**config.mk**
```make
export PLATFORM = sky130hd
export DESIGN_NAME = rgs_cell
export DESIGN_NICKNAME = d
export VERILOG_FILES = /design/src/hdl/rgs_pkg.sv /design/src/hdl/rgs_cell.sv
export SDC_FILE = /design/constraint.sdc
export NUM_CORES = 1
export LEC_CHECK = 0
export ABC_AREA = 0
export BUFFER_PORTS_ARGS = -buffer_cell sky130_fd_sc_hd__buf_2
export CORE_ASPECT_RATIO = 0.9
export CORE_MARGIN = 2
export CORE_UTILIZATION = 42
export DETAILED_ROUTE_END_ITERATION = 16
export PLACE_DENSITY_LB_ADDON = 0.08
export SYNTH_ARGS = -nofsm -noshare
export SYNTH_HDL_FRONTEND = slang
export SYNTH_SLANG_ARGS = --single-unit
```
**constraint.sdc**
```tcl
create_clock -name i_clk -period 6 [get_ports i_clk]
set_clock_uncertainty 0.1 [all_clocks]
set_input_delay 0.3 -clock i_clk [delete_from_list [all_inputs] [get_ports i_clk]]
set_output_delay 0.3 -clock i_clk [all_outputs]
set_load 0.1 [all_outputs]
```
**src/hdl/rgs_pkg.sv**
```systemverilog
`timescale 1ns / 1ps
`default_nettype none

package rgs_pkg;

    // fixed field widths of the transactions
    localparam int SYM_W       = 8;
    localparam int LEN_OUT_W   = 17;
    localparam int START_OUT_W = 16;

    typedef struct packed {
        logic [SYM_W-1:0] symbol_in;
        logic             end_of_string;
    } t_rgs_in;

    typedef struct packed {
        logic [LEN_OUT_W-1:0]   run_length;
        logic [SYM_W-1:0]       run_symbol;
        logic [START_OUT_W-1:0] run_start;
        logic                   overflow;
        logic                   last_run;
    } t_rgs_out;

    // chain control broadcast to every cell
    typedef struct packed {
        logic ins;   // insert the broadcast run in order
        logic shl;   // shift toward cell 0 (drain)
    } t_chain_ctl;

endpackage

`default_nettype wire

```
**src/hdl/rgs_cell.sv**
```systemverilog
`timescale 1ns / 1ps
`default_nettype none

module rgs_cell
    import rgs_pkg::*;
#(
    parameter int LEN_W   = 17,
    parameter int START_W = 16
) (
    input  wire                    i_clk,
    input  wire t_chain_ctl        i_ctl,
    input  wire                    i_occ,
    input  wire                    i_prev_keep,
    input  wire [LEN_W-1:0]        i_new_len,
    input  wire [SYM_W-1:0]        i_new_sym,
    input  wire [START_W-1:0]      i_new_start,
    input  wire [LEN_W-1:0]        i_prev_len,
    input  wire [SYM_W-1:0]        i_prev_sym,
    input  wire [START_W-1:0]      i_prev_start,
    input  wire [LEN_W-1:0]        i_next_len,
    input  wire [SYM_W-1:0]        i_next_sym,
    input  wire [START_W-1:0]      i_next_start,
    output logic                   o_keep,
    output logic [LEN_W-1:0]       o_len,
    output logic [SYM_W-1:0]       o_sym,
    output logic [START_W-1:0]     o_start
);

    logic [LEN_W-1:0]   r_len,   n_len;
    logic [SYM_W-1:0]   r_sym,   n_sym;
    logic [START_W-1:0] r_start, n_start;

    // an occupied entry at least as long as the new run stays put (ties keep older first)
    assign o_keep = i_occ && (r_len >= i_new_len);

    always_comb begin
        n_len   = r_len;
        n_sym   = r_sym;
        n_start = r_start;
        if (i_ctl.shl) begin
            n_len   = i_next_len;
            n_sym   = i_next_sym;
            n_start = i_next_start;
        end else if (i_ctl.ins && !o_keep) begin
            if (i_prev_keep) begin
                n_len   = i_new_len;
                n_sym   = i_new_sym;
                n_start = i_new_start;
            end else begin
                n_len   = i_prev_len;
                n_sym   = i_prev_sym;
                n_start = i_prev_start;
            end
        end
    end

    always_ff @(posedge i_clk) begin
        r_len   <= n_len;
        r_sym   <= n_sym;
        r_start <= n_start;
    end

    assign o_len   = r_len;
    assign o_sym   = r_sym;
    assign o_start = r_start;

endmodule

`default_nettype wire

```
==> metrics.txt, run 1 <==
# port buffers=~170; Root Driver=clkbuf_8; non-filler cells, final=478; Final Cycle Share=~47%; Yosys reg bits=just over 40; total negative setup slack=0 ns; Register Area=1231 µm²; H-tree depth=2; drt pass-1 iters=4; largest net degree at the start of global routing=83; Critical Path RT=5.60 ns; Crit Path Category=reg -> out; drt total wl=between 6000 and 7000 µm; Tightest Pin Transition=0.6907 ns; CTS buffer count=5; Post-Syn Area per Cell=10.39 µm²; Placed Cells=between 400 and 500; Post-Synthesis Cells=242; GR Overflow Total=0; asr flop ratio synth=0%; top cell type by total area after synthesis=edfxtp_1; VDD IR max=~0.00025 V; sequential fraction of the synthesis area=48.98%; Ports=170; DP HPWL=4983 µm; synth cell count leaders=nand2_1, o21ai_0, edfxtp_1, mux2i_1, inv_1; crit path DAT=roughly 2.4 ns; Static Leak=1.836 nW; Worst setup SP type=flip-flop; Die Y=77.39 µm; DRC Markers=0; Fmax=approximately 0.36 GHz; DR WL/cell=between 10 and 15 µm; # setup viols final=0; area growth from synthesis to layout=40.12%; GR Util All Layers=a little under a fifth; Die ar.=between 6000 and 7000 µm²; cts repair resizes=0; WHS=0.1883 ns; first-pass GRT wire length=between 9000 and 10,000 µm; Finished Core Util=roughly 62%; Initial DRC Count=40; die span in x=approximately 86 µm; status=finished clean; Post-synth EDFFs=41; # clock sinks=between 40 and 50; vias in the first global route=2,200; unrepaired setup endpoints after global routing=false; Clock Tree Buf Depth=2; Starting Density=between 40% and 50%; ratio of cells with drive above 1 in the final layout=between 40 and 50%; crit path time final=~2.8 ns; row cnt=26; Pwr Density=around 290 nW/µm²; Fill cells=about 520; count leader, synth=nand2_1; CTS Hold Bufs=0; vias after detailed routing=between 2,000 and 2,500; Post CTS Setup Buffer Count=0; syn nets=between 300 and 400; clk_lat worst skew=0.29 ns; CP Capture Type=output pin; Final GP Congestion=about 0.75; MaxCap Viol Count=0; area occupied by multi-input gates=1149 µm²; Reg clk slew, reported paths=0.08 ns; Final Hold Fails=0; CTS tree=yes; Yosys cell types=20; Yosys Warn Count=0; initial antenna violation count=0; Antenna diodes=0; critical path fanouts, max=2; share of the synthesized area in the top cell type=about half; Worst slew margin=a little over half; vias per std cell=~4.8; Post-DRT Antenna Nets=0; final net count=~550; post-layout power=just over 0.001 W; Final Max Slew Viols=0; core area=around 5700 µm²; Mapped Area=around 2500 µm²; top post-synthesis cells by area=edfxtp_1, mux2i_1, o21ai_0, ha_1, nand2_1; HP Class=in -> reg; Post-synth top flop=edfxtp_1
cell families after synthesis:
family	Yosys count	synth area share, %
compound gates	55	11.90
simple gates	54	8.561
mux	41	16.33
flops	41	48.98
buf+inv	34	5.774
fa+ha+maj	17	8.462
where the power goes:
part           switching (W)  internal, W  total, W
logic               0.000335    0.0000904  0.000425
clock network      0.0000937     0.000125  0.000219
registers          0.0000118     0.000358  0.000369
layout by cell type (no fill, tap or decap), drive strengths merged, types with 2 or more instances in the layout:
cell    instances
clkbuf          6
nand4           3
a211oi          2
nor2            3
o21ai          44
a21oi           5
nand2          45
edfxtp         41
ha             17
mux2i          41
inv            20
buf           172
worst paths after layout:
kind | startpoint | endpoint | slack [ns] | cells after the start
min | i_next_sym[6] | o_sym[6]$_DFFE_PP_ | 0.19 | 3
max | o_len[7]$_DFFE_PP_ | o_keep | 3.18 | 7
min reg2reg | o_len[16]$_DFFE_PP_ | o_len[3]$_DFFE_PP_ | 1.02 | 4
max reg2reg | o_len[4]$_DFFE_PP_ | o_len[2]$_DFFE_PP_ | 3.22 | 7
registers in the layout (all words and copies together) (netlist names):
signal,flops
o_len,17
o_start,16
o_sym,8
through the flow:
| stage | instance area, µm² | setup slack, ns |
|---|---|---|
| after floorplan | 2514 | 0.5567 |
| after global placement | 3411 | 3.216 |
| after detailed placement | 3411 | 3.132 |
| after CTS | 3522 | 3.141 |
| after global routing | 3522 | 3.014 |
| final | 3522 | 3.184 |
cell type report:
class	instances	share of cell area, %
inverter	20	2.131
tap	70	2.487
timing repair buffer	172	24.65
sequential	41	34.96
clock buffer	6	2.060
multi-input combinational	167	32.61
clock inverter	2	1.101
worst max-delay path, stage by stage, from the launching register on:
cell and delay (ns):
edfxtp_1 0.41, ha_1 0.31, nand4_1 0.15, a2111oi_2 0.38, o31ai_1 0.11, o211ai_1 0.17
and2_1 0.17, buf_2 0.42
per-layer routing:
layer / global-route usage [%] / part of all wire (%)
met1: 22.35 / 41
met2: 32.73 / 49
met3: 6.170 / 9.1
met4: 5.397 / 1.3
met5: 0 / 0
Power figures use the tool's default switching activity.
==> run 2: changes to the inputs <==
- ABC_AREA: 0 -> 1
- CORE_UTILIZATION: 42 -> 38
- clock period: 6 -> 2.53 ns (I/O delays scaled with it)
==> metrics.txt, run 2 <==
vias per std cell=4.645 (-3.8%); CP Depth=8 (+1); Fmax=~0.44 GHz; commonest cells after routing, fill and taps aside=buf_2, nand2_1, a21oi_1, edfxtp_1, nor2_1; CP Capture Type=output pin; Die Y=81.98 µm (+5.9%); first-pass GRT wire length=10,260 µm (+4.3%); crit-path cells=ha_1, nand4_2, nor2_2, nand3_1, nand3_1, nand2_1, inv_1, buf_2; final net count=609 (+10%); Post-synth top flop=edfxtp_1; drt total wl=6700 µm (+5.5%); Tightest Pin Transition=0.7510 ns (+0.06027 ns); CTS buffer count=5 (unchanged); Pwr Density=647.7 nW/µm² (+130%); cts repair resizes=0 (unchanged); GR Overflow Total=0 (unchanged); Final Hold Fails=0 (unchanged); Slowest cell on crit path=buf_2; die span in x=90.65 µm (+6.0%); Initial DRC Count=105 (+160%); # clock sinks=41 (unchanged); RR Startpoint=o_len[12]$_DFFE_PP_; drt pass-1 iters=4 (unchanged); Reg clk slew, reported paths=0.08 ns (about the same); Mapped Area=2567 µm² (+2.1%); hold depth=3 (unchanged); Worst slew margin=49.94% (-4.0 points); Post-Syn Area per Cell=8.502 µm² (-18%); Endpoint, Worst Hold=o_len[1]$_DFFE_PP_; Post-synth EDFFs=41 (unchanged); clk_lat worst skew=0.29 ns (about the same); largest net degree at the start of global routing=56 (-33%); Ports=170 (unchanged); Final Max Slew Viols=0 (unchanged); Yosys reg bits=41 (unchanged); DP HPWL=5073 µm (+1.8%); Starting Density=39.19% (-4.7 points); total negative setup slack=0 ns (unchanged); CTS tree=yes; area growth from synthesis to layout=39.77%; vias in the first global route=2,289 (+4.0%); ratio of cells with drive above 1 in the final layout=41.29% (-3.1 points); sequential fraction of the synthesis area=47.95% (-1.0 points); Post-DRT Antenna Nets=0 (unchanged); Static Leak=1.781 nW (-3.0%); core area=6551 µm² (+14%); # setup viols final=0 (unchanged); Post CTS Setup Buffer Count=0 (unchanged); Buf/Inv on CP=2 (+1); Final GP Congestion=0.7373 (-2.2%); area occupied by multi-input gates=1171 µm² (+2.0%); CTS Hold Bufs=0 (unchanged); r2r worst-path depth=10 (+3); max reg flops=17 (unchanged); synth cell count leaders=nand2_1, a21oi_1, edfxtp_1; crit path DAT=2.03 ns (-0.39 ns); Clock Tree Buf Depth=2 (unchanged); HP Start=i_next_len[1]; Post-Synthesis Cells=302 (+25%); Finished Core Util=54.77% (-6.7 points); delay-heaviest family, CP=simple AND/OR/NAND/NOR gates; flop2flop setup slack=0.40 ns (-2.82 ns); share of the synthesized area in the top cell type=47.95% (-1.0 points); worst slack, placed=0.4005 ns (-2.731 ns); MaxCap Viol Count=0 (unchanged); # port buffers=169 (unchanged); top post-synthesis cells by area=edfxtp_1, a21oi_1, nand2_1, ha_1, nor2_1; syn nets=447 (+16%); Top cell by count, worst path=nand3_1; count leader, synth=nand2_1; DRC Markers=0 (unchanged); DR WL/cell=12.07 µm (-9.1%); Die ar.=7431 µm² (+12%); crit path time final=2.259 ns; Yosys Warn Count=0 (unchanged); worst setup margin=0.2707 ns (-2.913 ns); unrepaired setup endpoints after global routing=false; top cell type by total area after synthesis=edfxtp_1; Critical Path RT=2.30 ns (-3.30 ns); status=finished clean; Worst setup SP type=flip-flop; row cnt=28 (+7.7%); asr flop ratio synth=0% (unchanged); Register Area=1231 µm² (unchanged); HP Class=in -> reg; commonest non-fill, non-tap cell in the layout=buf_2; Final Cycle Share=89.30%; reg2reg end=o_len[9]$_DFFE_PP_; critical path fanouts, max=2 (unchanged); Yosys cell types=22 (+10%); CP peak stage delay=0.41 ns (about the same); H-tree depth=2 (unchanged); Crit Path Category=reg -> out; GR Util All Layers=17.52% (-1.4 points); Antenna diodes=0 (unchanged); initial antenna violation count=0 (unchanged); Root Driver=clkbuf_8; Fill cells=667 (+29%); vias after detailed routing=2,578 (+12%); VDD IR max=0.0002734 V (+9.8%)
run 2: cell families (layout without fill, tap and decap cells):
family                   count (synthesis)  in the layout  synth area share, %
AO/OA/AOI/OAI                           90             90                17.64
buffers and inverters                   42            205                8.625
AND/OR/NAND/NOR                        112            112                17.50
adder cells (fa/ha/maj)                 17             17                8.284
flip-flops                              41             41                47.95
run 2: through the flow:
step,hold WS [ns],total power [W],std cells,cell area (µm²)
6_report,0.01427,0.002324,555,3588
5_1_grt,0.01559,0.002435,555,3588
4_1_cts,0.006995,0.002349,555,3588
3_5_place_dp,0.3134,0.001824,547,3478
3_3_place_gp,0.3196,0.001816,547,3478
2_1_floorplan,0.2177,0.001616,302,2624
run 2: cell type report:
cell class	instances	area share, %
clock inverters	3	1.151
multi-input cells	219	32.64
flip-flops and latches	41	34.31
well taps	90	3.138
repair buffers	171	23.99
inverters	26	2.859
clock buffers	5	1.918
run 2: tightest hold or removal path, stage by stage:
cell and delay [ns]:
buf_2 0.08, nand2_1 0.04, o21ai_0 0.06
run 2: routing by layer:
metal / vias up / part of all wire, % / track usage, %
met5: - / 0 / 0
met4: 0 / 1.6 / 5.846
met3: 9 / 8.2 / 5.963
met2: 102 / 49 / 29.78
met1: 1119 / 42 / 21.14
li1: 1348 / - / -
run 2: how the worst max path moves through the flow:
stage / from / endpoint / slack (ns)
2_1_floorplan: o_len[15]$_DFFE_PP_ / o_keep / 0.01
3_3_place_gp: o_len[12]$_DFFE_PP_ / o_start[1]$_DFFE_PP_ / 0.44
3_5_place_dp: o_len[12]$_DFFE_PP_ / o_len[15]$_DFFE_PP_ / 0.40
4_1_cts: o_len[15]$_DFFE_PP_ / o_keep / 0.23
5_1_grt: o_len[15]$_DFFE_PP_ / o_keep / 0.08
6_report: o_len[15]$_DFFE_PP_ / o_keep / 0.27
run 2: where the power goes:
part / switching, W / internal [W] / total, W
clock: 0.000232 / 0.000291 / 0.000523
sequential: 0.0000247 / 0.000836 / 0.000860
combinational: 0.000734 / 0.000207 / 0.000941
